File: config.mk
export PLATFORM = sky130hd
export DESIGN_NAME = rfpf_sqrt_cell
export DESIGN_NICKNAME = d
export VERILOG_FILES = /design/src/rtl/radial_falloff_pair_force_macros.svh /design/src/rtl/rfpf_pkg.sv /design/src/rtl/rfpf_sqrt_cell.sv
export SDC_FILE = /design/constraint.sdc
export NUM_CORES = 1
export LEC_CHECK = 0
export ABC_AREA = 1
export BUFFER_PORTS_ARGS = -buffer_cell sky130_fd_sc_hd__buf_2
export CAP_MARGIN = 5
export CORE_ASPECT_RATIO = 1.4
export CORE_MARGIN = 2
export CORE_UTILIZATION = 35
export DETAILED_ROUTE_END_ITERATION = 8
export SYNTH_ARGS = -nofsm -noshare
export SYNTH_HDL_FRONTEND = slang
export SYNTH_SLANG_ARGS = --single-unit
File: constraint.sdc
create_clock -name clk_i -period 3.5 [get_ports clk_i]
set_input_delay 0.7 -clock clk_i [delete_from_list [all_inputs] [get_ports clk_i]]
set_output_delay 0.7 -clock clk_i [all_outputs]
set_load 0.01 [all_outputs]
File: src/rtl/radial_falloff_pair_force_macros.svh
// Assertion macros shared by the radial falloff force RTL.
`ifndef RADIAL_FALLOFF_PAIR_FORCE_MACROS_SVH
`define RADIAL_FALLOFF_PAIR_FORCE_MACROS_SVH
`ifndef ASSERT_OFF
// Checked on every clock edge outside reset.
`define RFPF_ASSERT(lbl, prop, msg) \
  lbl: assert property (@(posedge clk_i) disable iff (!rst_ni) (prop)) else $error(msg);
// Checked on every clock edge, reset included.
`define RFPF_ASSERT_ALWAYS(lbl, prop, msg) \
  lbl: assert property (@(posedge clk_i) (prop)) else $error(msg);
`else
`define RFPF_ASSERT(lbl, prop, msg)
`define RFPF_ASSERT_ALWAYS(lbl, prop, msg)
`endif
`endif

File: src/rtl/rfpf_pkg.sv
// Constants and types shared by the radial falloff force pipeline.
package rfpf_pkg;

  localparam int CW          = 24;              // coordinate width
  localparam int DW          = CW + 1;          // coordinate difference width
  localparam int RW          = 23;              // radius width
  localparam int GW          = 16;              // gain width
  localparam int FW          = 25;              // force width
  localparam int LANES       = 3;
  localparam int CIW         = 2;               // register index width
  localparam int MGW         = RW;              // in-range difference magnitude
  localparam int SQW         = 2 * MGW;         // squared magnitude
  localparam int SQRT_STEPS  = SQW / 2 + 6;     // sqrt of sum_sq * 4096
  localparam int RADW        = 2 * SQRT_STEPS;  // radicand width
  localparam int LW          = SQRT_STEPS;      // length width
  localparam int DIV_RW      = LW + 2;          // divisor / remainder width
  localparam int DIV_LW      = FW - 1;          // dividend low bits, quotient width
  localparam int PCT_STEPS   = 17;
  localparam int MAGW        = GW + PCT_STEPS;
  localparam int NUMW        = MGW + MAGW;
  localparam int FDIV_STEPS  = DIV_LW;

  localparam logic [CIW-1:0] CFG_RADIUS = 2'd0;
  localparam logic [CIW-1:0] CFG_GAIN   = 2'd1;

  localparam logic [RW-1:0] RADIUS_RST = 23'd25600;
  localparam logic [GW-1:0] GAIN_RST   = 16'd256;

  typedef struct packed {
    logic [RADW-1:0] rad;
    logic [LW-1:0]   root;
    logic [LW+1:0]   rem;
  } sqrt_t;

  typedef struct packed {
    logic [DIV_RW-1:0] rem;
    logic [DIV_RW-1:0] den;
    logic [DIV_LW-1:0] low;
    logic [DIV_LW-1:0] quo;
  } div_t;

  typedef struct packed {
    logic                      vld;
    logic                      att;
    logic [LANES-1:0]          neg;
    logic                      inr;
    logic                      zro;
    logic [LANES-1:0]          ovf;
    logic [LANES-1:0][MGW-1:0] mg;
    logic [LW-1:0]             len;
  } side_t;

  typedef struct packed {
    logic [LANES-1:0][FW-1:0] frc;
    logic                     inr;
  } res_t;

endpackage

File: src/rtl/rfpf_sqrt_cell.sv
// One digit step of the pipelined integer square root.
module rfpf_sqrt_cell (
  input  logic                  clk_i,
  input  logic                  en_i,
  input  rfpf_pkg::sqrt_t       d_i,
  output rfpf_pkg::sqrt_t       q_o
);

  logic [rfpf_pkg::LW+3:0] t;
  logic [rfpf_pkg::LW+3:0] trial;
  logic [rfpf_pkg::LW+3:0] dif;
  logic                    ge;
  rfpf_pkg::sqrt_t         state_d;
  rfpf_pkg::sqrt_t         state_q;

  always_comb begin
    t     = {d_i.rem, d_i.rad[rfpf_pkg::RADW-1 -: 2]};
    trial = {2'b00, d_i.root, 2'b01};
    ge    = (t >= trial);
    dif   = t - trial;
    state_d.rad  = d_i.rad << 2;
    state_d.root = {d_i.root[rfpf_pkg::LW-2:0], ge};
    state_d.rem  = ge ? dif[rfpf_pkg::LW+1:0] : t[rfpf_pkg::LW+1:0];
  end

  always_ff @(posedge clk_i) begin
    if (en_i) begin
      state_q <= state_d;
    end
  end

  assign q_o = state_q;

endmodule

==> flow_summary.yaml <==
flow_run:
  maxCapViolCount: 0
power:
  pwr-share-seq_pct: 40.8
  p_int_uw: 3050
  p_leak_uw: 0.00448
  p_comb_share_pct: 19.2
  switching_share_pct: 27.9
  clkPwrFrac_pct: 40.0
  power_density_nw_per_um2: 495
  switchingPower_uw: 1180
  max-vdd-ir-drop_mv: 0.274
synthesis:
  synth_largest_area_cell: "edfxtp_1"
  async_flop_share_pct: 0
  synth_area_um2: 6540
  yosysSeqAreaShare_pct: 53.3
  yosys-top-cells-area: "edfxtp_1 53%, nand2_1 15%, inv_1 8.2%, ha_1 5.9%, nand3_1 4.1%"
  synth_top_area_share_pct: 53.3
  synth_seq_cells: 116
  ys_top_cells_by_count: "263 x nand2_1, 142 x inv_1, 116 x edfxtp_1"
  synth_cell_type_count: 31
  synth_edf_count: 116
  synthFlopType: "edfxtp_1"
  yosysWarnings: 0
  yosysMostFrequentCell: "nand2_1"
  synth_area_per_cell_um2: 8.84
  syn_inst: 739
timing:
  hold_viol: 0
  setup_viol: 0
  period_share_pct: 84.5
  tns_ns: 0
  drv_slew: 0
  fin_crit_ns: 2.96
  max_freq_mhz: 338
  rsz0062_at_grt: "false"
  max_slew_margin_pct: 38.8
  tightest_slew_ns: 0.915
die:
  core_area_um2: 18500
  io_pins: 238
  die_w_um: 119
  start_util_pct: 35.4
  die_h_um: 166
  fp.dieArea_um2: 19800
  row_count: 59
critical_path:
  crit_arrival_ns: 3.17
  cp_common_cell: "nand2_1"
  cp_slowest_stage_delay_ns: 0.71
  worst_setup_path_end_kind: "register"
  start_kind: "input port"
  cp_cell_sequence: "buf_2 -> inv_1 -> ha_1 -> nand2_1 -> nor2_2 -> nand2_1 -> nor2_1 -> nand2_1 -> nand3_2 -> nor2_4 -> nand2_8 -> o21ai_0"
  crit_type: "input port to register"
  cp.required_ns: 3.72
  path_buf_inv: 2
  slowest_stage: "nor2_4"
  crit_fanout: 33
  crit_family: "simple AND/OR/NAND/NOR gates"
final_layout:
  n_antenna_cell: 0
  nets: 1138
  final_cells: 1243
  synthToLayoutAreaGrowth_pct: 30.9
  largest_register_ffs: 116
  drive_gt1_share_pct: 30.1
  nFillCells: 1846
place:
  dpl.cell_count: 1212
  gp_congestion: 0.940
  io_buffers: 235
  dp_hpwl_mm: 14.6
clocking:
  cts_resized: 0
  clock_sinks: 116
  cts_setup_buffers: 0
  cts_tree: "built"
  clk_pin_slew_ns: 0.06
  clk_path_buf_depth: 2
  cts-root-buf: "clkbuf_16"
  hold_buffers: 0
  h-tree-depth: 4
  cts-buffers-inserted: 17
worst_hold_path:
  holdCritStartpoint: "d_i[115]"
  min-delay-path-class: "input port to register"
  timing.hold.worst_endpoint: "q_o[117]"
  hold_depth: 1
global_routing:
  overflow: 0
  antenna_found_initial: 0
  grt_pass1_vias: 5483
  grt_max_degree: 72
  grt_util_all_layers_pct: 18.4
  grt_pass1_wl_mm: 27.9
route:
  antenna_left: 0
  vias_per_cell: 4.45
  routed-via-count: 5528
  drc: 0
  drt_iter0_drc: 267
  first_pass_iters: 5
  routed_wl_mm: 18.2
  wire_per_inst_um: 14.6
outcome:
  status: "finished, final reports clean"
## stage by stage
stage	hold WS [ns]	total power (uW)	util (%)	instance area, um2	setup WS (ns)
6_report	0.458	4230	46.4	8560	0.544
5_1_grt	0.437	4440	46.4	8560	0.283
4_1_cts	0.436	4300	46.4	8560	0.494
3_5_place_dp	0.878	2580	43.2	7980	0.0651
3_3_place_gp	0.876	2570	43.2	7980	0.105
2_1_floorplan	0.799	2230	-	6540	1.23
## cell families after synthesis
logic type                 synth area share, %
AOI/OAI and AO/OA                         1.76
xor gates and xnor gates                  1.88
adders and majority gates                 5.94
buffers and inverters                     9.75
DFF                                       53.3
other                                   0.0574
and+or+nand+nor                           27.3
## routing by layer
layer / part of all wire, % / vias to the layer above / GRT usage [%]
li1: - / 2842 / -
met3: 5.7 / 22 / 4.24
met1: 38 / 2466 / 19.1
met4: 1.9 / 0 / 5.83
met2: 55 / 198 / 35.9
met5: 0 / - / 0
## area by class of cell
| class | instances | area (um2) | area share (%) |
|---|---|---|---|
| well taps | 244 | 305 | 3.57 |
| flip-flops and latches | 116 | 3480 | 40.7 |
| clock buffers | 17 | 425 | 4.97 |
| inverters | 144 | 541 | 6.32 |
| multi-input cells | 468 | 2420 | 28.3 |
| repair buffers | 240 | 1230 | 14.4 |
| clock inverters | 14 | 155 | 1.81 |
## power groups by stage
stage | clock (uW) | sequential [uW] | combinational [uW]
floorplan | 0 | 1840 | 392
global placement | 0 | 1760 | 819
detailed placement | 0 | 1760 | 823
CTS | 1740 | 1730 | 827
global route | 1790 | 1740 | 913
finish | 1690 | 1730 | 813
## layout by cell type, fill, tap and decap left out, types with 2 or more instances in the layout
cell / Yosys / routed
buf_2: 7 / 234
nand3_1: 54 / 54
o21ai_0: 2 / 2
nand2_2: 4 / 4
nand3_2: 16 / 16
ha_1: 31 / 31
nand4_1: 4 / 4
bufinv_16: 0 / 2
nor3_1: 5 / 5
conb_1: 1 / 2
clkbuf_16: 0 / 17
inv_1: 142 / 142
nor2_1: 31 / 31
xor2_1: 13 / 13
a21oi_1: 18 / 18
clkinv_2: 0 / 2
inv_2: 2 / 2
edfxtp_1: 116 / 116
buf_4: 2 / 5
clkinvlp_4: 0 / 2
clkinv_4: 0 / 4
nor2_2: 4 / 4
and2_1: 4 / 4
inv_6: 0 / 4
nand2_1: 263 / 263
nand3b_1: 9 / 9
## how the worst max path moves through the flow
stage | endpoint | from | depth (start not counted)
after floorplan | q_o[15] | d_i[56] | 12
after global placement | q_o[1] | d_i[25] | 10
after detailed placement | q_o[1] | d_i[44] | 12
after CTS | q_o[1] | d_i[44] | 12
after global routing | q_o[1] | d_i[56] | 11
final | q_o[1] | d_i[44] | 12
Note: power is estimated with default switching activity, not from simulation.
