<file path="src/rtl/radial_falloff_pair_force_macros.svh">
// Assertion macros shared by the radial falloff force RTL.
`ifndef RADIAL_FALLOFF_PAIR_FORCE_MACROS_SVH
`define RADIAL_FALLOFF_PAIR_FORCE_MACROS_SVH
`ifndef ASSERT_OFF
// Checked on every clock edge outside reset.
`define RFPF_ASSERT(lbl, prop, msg) \
  lbl: assert property (@(posedge clk_i) disable iff (!rst_ni) (prop)) else $error(msg);
// Checked on every clock edge, reset included.
`define RFPF_ASSERT_ALWAYS(lbl, prop, msg) \
  lbl: assert property (@(posedge clk_i) (prop)) else $error(msg);
`else
`define RFPF_ASSERT(lbl, prop, msg)
`define RFPF_ASSERT_ALWAYS(lbl, prop, msg)
`endif
`endif

</file>
<file path="src/rtl/rfpf_pkg.sv">
// Constants and types shared by the radial falloff force pipeline.
package rfpf_pkg;

  localparam int CW          = 24;              // coordinate width
  localparam int DW          = CW + 1;          // coordinate difference width
  localparam int RW          = 23;              // radius width
  localparam int GW          = 16;              // gain width
  localparam int FW          = 25;              // force width
  localparam int LANES       = 3;
  localparam int CIW         = 2;               // register index width
  localparam int MGW         = RW;              // in-range difference magnitude
  localparam int SQW         = 2 * MGW;         // squared magnitude
  localparam int SQRT_STEPS  = SQW / 2 + 6;     // sqrt of sum_sq * 4096
  localparam int RADW        = 2 * SQRT_STEPS;  // radicand width
  localparam int LW          = SQRT_STEPS;      // length width
  localparam int DIV_RW      = LW + 2;          // divisor / remainder width
  localparam int DIV_LW      = FW - 1;          // dividend low bits, quotient width
  localparam int PCT_STEPS   = 17;
  localparam int MAGW        = GW + PCT_STEPS;
  localparam int NUMW        = MGW + MAGW;
  localparam int FDIV_STEPS  = DIV_LW;

  localparam logic [CIW-1:0] CFG_RADIUS = 2'd0;
  localparam logic [CIW-1:0] CFG_GAIN   = 2'd1;

  localparam logic [RW-1:0] RADIUS_RST = 23'd25600;
  localparam logic [GW-1:0] GAIN_RST   = 16'd256;

  typedef struct packed {
    logic [RADW-1:0] rad;
    logic [LW-1:0]   root;
    logic [LW+1:0]   rem;
  } sqrt_t;

  typedef struct packed {
    logic [DIV_RW-1:0] rem;
    logic [DIV_RW-1:0] den;
    logic [DIV_LW-1:0] low;
    logic [DIV_LW-1:0] quo;
  } div_t;

  typedef struct packed {
    logic                      vld;
    logic                      att;
    logic [LANES-1:0]          neg;
    logic                      inr;
    logic                      zro;
    logic [LANES-1:0]          ovf;
    logic [LANES-1:0][MGW-1:0] mg;
    logic [LW-1:0]             len;
  } side_t;

  typedef struct packed {
    logic [LANES-1:0][FW-1:0] frc;
    logic                     inr;
  } res_t;

endpackage

</file>
<file path="src/rtl/rfpf_div_cell.sv">
// One quotient bit of the pipelined restoring divider.
module rfpf_div_cell (
  input  logic                  clk_i,
  input  logic                  en_i,
  input  rfpf_pkg::div_t        d_i,
  output rfpf_pkg::div_t        q_o
);

  logic [rfpf_pkg::DIV_RW:0] t;
  logic [rfpf_pkg::DIV_RW:0] den_x;
  logic [rfpf_pkg::DIV_RW:0] dif;
  logic                      ge;
  rfpf_pkg::div_t            state_d;
  rfpf_pkg::div_t            state_q;

  always_comb begin
    t     = {d_i.rem, d_i.low[rfpf_pkg::DIV_LW-1]};
    den_x = {1'b0, d_i.den};
    ge    = (t >= den_x);
    dif   = t - den_x;
    state_d.rem = ge ? dif[rfpf_pkg::DIV_RW-1:0] : t[rfpf_pkg::DIV_RW-1:0];
    state_d.den = d_i.den;
    state_d.low = d_i.low << 1;
    state_d.quo = {d_i.quo[rfpf_pkg::DIV_LW-2:0], ge};
  end

  always_ff @(posedge clk_i) begin
    if (en_i) begin
      state_q <= state_d;
    end
  end

  assign q_o = state_q;

endmodule

</file>
<file path="config.mk">
export PLATFORM = sky130hd
export DESIGN_NAME = rfpf_div_cell
export DESIGN_NICKNAME = d
export VERILOG_FILES = /design/src/rtl/radial_falloff_pair_force_macros.svh /design/src/rtl/rfpf_pkg.sv /design/src/rtl/rfpf_div_cell.sv
export SDC_FILE = /design/constraint.sdc
export NUM_CORES = 1
export LEC_CHECK = 0
export ABC_AREA = 1
export BUFFER_PORTS_ARGS = -buffer_cell sky130_fd_sc_hd__buf_2
export CORE_MARGIN = 4
export CORE_UTILIZATION = 46
export DETAILED_ROUTE_END_ITERATION = 6
export PLACE_DENSITY = 0.81
export SLEW_MARGIN = 5
export SYNTH_ARGS = -nofsm -noshare
export SYNTH_HDL_FRONTEND = slang
export SYNTH_SLANG_ARGS = --single-unit
</file>
<file path="constraint.sdc">
create_clock -name clk_i -period 1.9 [get_ports clk_i]
set_input_delay 0.19 -clock clk_i [delete_from_list [all_inputs] [get_ports clk_i]]
set_output_delay 0.19 -clock clk_i [all_outputs]
set_load 0.02 [all_outputs]
</file>
==> results.ini, run 1 <==
[clock_tree]
cts_buffers=9
cts_tree=built
path_clk_slew_ns=0.07
postCtsSetupRepairBufs=0
clockBufferDepth=2
clkSinkCount=109
htreeDepth=3
cts_root_buffer=clkbuf_16

[die]
die-area_um2=15400
die_w_um=124
io_pins=222
die_h_um=124
core_um2=13200
initial_core_util=0.470
row_count=42

[power]
intPower_mw=4.59
seqPwrFrac=0.450
vdd_ir_drop_max_uv=387
fin_total_pwr_mw=6.63
power.share.clock=0.265
leakagePower_nw=4.62
p_comb_frac=0.285
netSwitchingFraction=0.308
powerDensity_nw_per_um2=777
switchingPower_mw=2.04

[worst_hold_path]
holdPathStages=1
hold_path_class=in2reg
hp-start=d_i[27]
min_to=q_o[28]

[setup_path]
cp.required_ns=2.00
startpoint_type=input pin
cp_max_fo=15
cp-end-kind=flop
critPathKind=in2reg
crit_arrival_ns=1.88
critPathLaunch=d_i[47]

[grt]
grt_pass1_vias=5392
grt_max_degree=110
antenna_found_initial=0
overflow=0
grt-busiest-layer=met2
grt_pass1_wl_mm=24.7
track_usage=0.207
grtUsageMet1=0.245
use_met2=0.376
grt_util_met3=0.0513

[timing]
hold_viol=0
period_needed_ns=1.77
worst_pin_slew_ns=0.575
report.final.slew_viol_count=0
finalSetupViolCount=0
setup_ws_ns=0.126
setup-tns-final_ns=0
rsz0062_at_grt=false
whs_ns=0.0137
max_freq_mhz=564
final.period_utilization=0.934
max_slew_margin=0.617

[routing]
wl_per_cell_um=13.1
drc_errors=0
vias=5592
drt-initial-drc-count=246
firstDrtPassIters=4
ant_nets=0
via_per_inst=4.53
drt_wl_total_mm=16.2

[yosys]
yosys_warnings=0
synth-seq-cells=109
ys_seq_area_frac=0.528
avgSynthCellArea_um2=8.37
syn_inst=740
synthDistinctLibCells=29
syn_area_um2=6200
syn_nets=884

[placed_design]
io_buffers=219
dp_hpwl_mm=13.2
place_worst_setup_slack_ns=-0.273
gp_congestion=0.941
postPlaceCellArea_um2=8190

[layout]
largest_reg_flops=109
areaGrowthSynthToFinish_pct=37.6
nets=1199
diodes=0
stdcell_area_um2=8530
drive_above_1_share=0.323

[run_status]
status=complete, no violations

[flow_run]
cap_violations=0

## logic make-up (layout without fill, tap and decap cells)
family | after synthesis | after routing | synth area share
buf+inv | 162 | 481 | 0.102
fa+ha+maj | 32 | 32 | 0.0658
xor+xnor | 14 | 14 | 0.0198
compound gates | 23 | 23 | 0.0204
other cells | 1 | 1 | 0.000605
flops | 109 | 109 | 0.528
simple gates | 399 | 399 | 0.263
## per-stage QoR
stage	util	instances
floorplan	-	740
global placement	0.621	1215
detailed placement	0.621	1215
CTS	0.642	1230
global route	0.646	1235
finish	0.646	1235
## power groups by stage
stage | Clock, mW | Sequential [mW] | Combinational, mW
after detailed placement | 0 | 3.04 | 1.88
final | 1.76 | 2.98 | 1.89
after global routing | 1.90 | 3.01 | 2.10
after CTS | 1.80 | 2.99 | 1.89
after global placement | 0 | 3.04 | 1.85
after floorplan | 0 | 3.37 | 0.725
## cell usage after synthesis, drive strengths merged
| cell type | n | area (µm²) |
|---|---|---|
| nand2 | 295 | 1120 |
| inv | 155 | 582 |
| edfxtp | 109 | 3270 |
| nand3 | 43 | 215 |
| nor2 | 42 | 178 |
| ha | 31 | 388 |
| a21oi | 17 | 88.8 |
| xor2 | 13 | 114 |
| buf | 7 | 50.1 |
| nand4 | 7 | 43.8 |
| nor3 | 4 | 20.0 |
| nand3b | 3 | 22.5 |
| o21ai | 3 | 15.0 |
| o21bai | 3 | 22.5 |
| or2 | 3 | 18.8 |
| and2 | 1 | 6.26 |
| and3 | 1 | 6.26 |
| conb | 1 | 3.75 |
| fa | 1 | 20.0 |
| xnor2 | 1 | 8.76 |
## layer usage
layer,vias up,wire [µm]
met5,-,0
met4,0,223
met3,17,1310
met2,165,7970
met1,2479,6710
li1,2931,-
## layout make-up
cell class	count	area (µm²)
clock buffers	9	225
clock inverters	6	48.8
fillers	1156	4660
inverters	155	594
multi-input cells	469	2320
flip-flops and latches	109	3270
well taps	176	220
repair buffers	311	1840
## worst max-delay path, cell delays in order
cell     delay (ns)
buf_2          0.16
inv_12         0.03
ha_4           0.16
fa_2           0.37
inv_2          0.07
nand2_2        0.05
nand2_2        0.08
nand3_2        0.06
nand2_2        0.07
nand2_1        0.06
nand3_1        0.07
nand2_1        0.08
nand2_4        0.08
inv_2          0.06
buf_12         0.14
nand2_1        0.07
nand2_1        0.05
## placed cells by master, fill, tap and decap left out, types with 4 or more instances in the layout
cell / n
nand2_1: 290
nand3_1: 41
buf_2: 218
a21oi_1: 16
nor3_1: 4
inv_2: 4
nand2_2: 4
clkbuf_16: 9
ha_1: 30
nand4_1: 7
nor2_1: 38
edfxtp_1: 109
dlygate4sd3_1: 5
xor2_1: 13
inv_1: 150
buf_4: 84
## what timing repair did
action | CTS | global route
resized for setup | 0 | 2
endpoints found under the hold margin | 0 | 5
hold buffers | 0 | 5
endpoints found under the setup margin | 0 | 6
## how the worst max path moves through the flow
stage	depth (start not counted)	slack (ns)	end
after floorplan	17	-0.08	q_o[85]
after global placement	15	-0.22	q_o[80]
after detailed placement	15	-0.27	q_o[80]
after CTS	15	0.1	q_o[80]
after global routing	17	0.006	q_o[95]
final	17	0.13	q_o[96]
Power figures use the tool's default switching activity.
==> run 2: changes to the inputs <==
BUFFER_PORTS_ARGS = default   (was -buffer_cell sky130_fd_sc_hd__buf_2)
CORE_UTILIZATION = 50   (was 46)
DONT_BUFFER_PORTS = 1   (was default)
PLACE_DENSITY = 0.71   (was 0.81)
==> run 2 against run 1 <==
Effect of this change: clock power grew 9%; critical endpoint is now q_o[98]; first-iteration DRC count grew 38%; routed wire length grew 10%; the flow now finishes with violations (negative hold slack); cell area shrank 5.3%; worst hold slack lost 0.067 ns; final cell count shrank 14%; total power shrank 0.55%; clock-buffer cell count is the same; flip-flop and latch count is the same; largest cell class unchanged; highest routed layer unchanged; via count shrank 7.6%; critical path type unchanged; sequential power grew 13%.
==> results.ini, run 2 (synthesized netlist as in run 1, its figures left out) <==
[run_status]
status=finished with violations  ; was complete, no violations
violations=negative hold slack

[routing]
wl_met2_mm=8.86  ; was 7.97 mm
drt_wl_total_mm=17.8  ; was 16.2 mm
via_per_inst=4.84  ; was 4.53
wl_met3_mm=1.34  ; was 1.31 mm
firstDrtPassIters=4  ; unchanged
vias=5166  ; was 5592
wl_per_cell_um=16.7  ; was 13.1 µm
m1WireLength_mm=7.49  ; was 6.71 mm
drt-initial-drc-count=340  ; was 246
top_layer=met4  ; unchanged
ant_nets=0  ; unchanged
drc_errors=0  ; unchanged

[die]
initial_core_util=0.514  ; was 0.470
die_w_um=119  ; was 124 µm
row_count=40  ; was 42
die_h_um=119  ; was 124 µm
core_um2=12100  ; was 13200 µm²
io_pins=222  ; unchanged
die-area_um2=14200  ; was 15400 µm²

[power]
vdd_ir_drop_max_uv=457  ; was 387 µV
leakagePower_nw=4.01  ; was 4.62 nW
powerDensity_nw_per_um2=816  ; was 777 nW/µm²

[worst_hold_path]
hold_path_class=in2reg  ; unchanged

[layout]
areaGrowthSynthToFinish_pct=30.3  ; was 37.6%
nFillCells=988  ; was 1156
final_core_util=0.669  ; was 0.646
drive_above_1_share=0.118  ; was 0.323
nets=1039  ; was 1199
diodes=0  ; unchanged
fin_cells=1068  ; was 1235
stdcell_area_um2=8070  ; was 8530 µm²
largest_reg_flops=109  ; unchanged
final_common_cell=nand2_1  ; unchanged
final_cell_mix=290 x nand2_1, 150 x inv_1, 109 x edfxtp_1  ; was 290 x nand2_1, 218 x buf_2, 150 x inv_1

[flow_run]
cap_violations=0  ; unchanged

[clock_tree]
cts_tree=built  ; unchanged
cts_resized=0  ; unchanged
path_clk_slew_ns=0.07  ; about the same
cts_root_buffer=clkbuf_16  ; unchanged
clockBufferDepth=2  ; unchanged
clkSinkCount=109  ; unchanged
htreeDepth=3  ; unchanged
cts_buffers=9  ; unchanged

[timing]
final.period_utilization=0.895  ; was 0.934
rsz0062_at_grt=false  ; unchanged
whs_ns=-0.0533  ; was 0.0137 ns
max_freq_mhz=588  ; was 564 MHz
report.final.slew_viol_count=0  ; unchanged
finalSetupViolCount=0  ; unchanged
hold_viol=10  ; was 0
period_needed_ns=1.70  ; was 1.77 ns

[grt]
grt_pass1_vias=5229  ; was 5392
grt_max_degree=110  ; unchanged
grt_pass1_wl_mm=27.7  ; was 24.7 mm
track_usage=0.252  ; was 0.207
antenna_found_initial=0  ; unchanged
overflow=0  ; unchanged

[placed_design]
dp_cells=973  ; was 1215
postPlaceCellArea_um2=6980  ; was 8190 µm²
gp_congestion=0.874  ; was 0.941
dp_hpwl_mm=13.0  ; was 13.2 mm
io_buffers=0  ; was 219

[setup_path]
crit_arrival_ns=1.81  ; was 1.88 ns
cp_max_fo=4  ; was 15
startpoint_type=input pin  ; unchanged
critPathKind=in2reg  ; unchanged
cp.required_ns=2.00  ; about the same
cp-end-kind=flop  ; unchanged

## run 2: what timing repair did
item                      in CTS  in global routing
hold buffers                  77                  2
setup buffers                  0                  0
hold endpoints to repair     186                111
## run 2: cell type report
type	count	area (µm²)	area share
Multi-Input combinational cell	469	2320	0.287
Clock inverter	7	73.8	0.00914
Tap cell	168	210	0.0260
Sequential cell	109	3270	0.405
Timing Repair Buffer	151	1380	0.171
Clock buffer	9	225	0.0279
Inverter	155	594	0.0736
## run 2: worst paths after layout
path              slack [ns]  startpoint  depth (start not counted)  endpoint
setup / recovery        0.20     d_i[55]                         12   q_o[98]
hold / removal         -0.05        en_i                          0   q_o[75]
## run 2: critical path: stages
cell	delay, ns
inv_1	0.02
ha_1	0.30
buf_4	0.12
nand2_1	0.11
nor2_1	0.26
nand3_1	0.13
nand3_1	0.23
nand2_1	0.14
nand2_1	0.09
nand2_1	0.05
nand3_1	0.09
nand2_1	0.08
## run 2: metrics by stage
stage / setup TNS (ns) / setup slack, ns / power [mW] / hold slack (ns)
after floorplan: -0.840 / -0.0840 / 4.09 / 0.289
after global placement: -2.92 / -0.105 / 4.56 / 0.289
after detailed placement: -3.72 / -0.150 / 4.58 / 0.289
after CTS: 0 / 0.222 / 6.58 / -0.0592
after global routing: 0 / 0.0711 / 6.92 / -0.0726
final: 0 / 0.199 / 6.59 / -0.0533
## run 2: power breakdown
part / total [mW] / switching [mW] / leakage [nW] / internal [mW]
Combinational: 1.31 / 0.699 / 2.80 / 0.607
Clock: 1.92 / 0.884 / 0.148 / 1.03
Sequential: 3.37 / 0.409 / 1.07 / 2.96
## run 2: routing by layer
layer  vias to the layer above  GRT usage
met5                         -          0
met4                         0     0.0551
met3                        10     0.0674
met1                      2347      0.316
li1                       2616          -
met2                       193      0.438
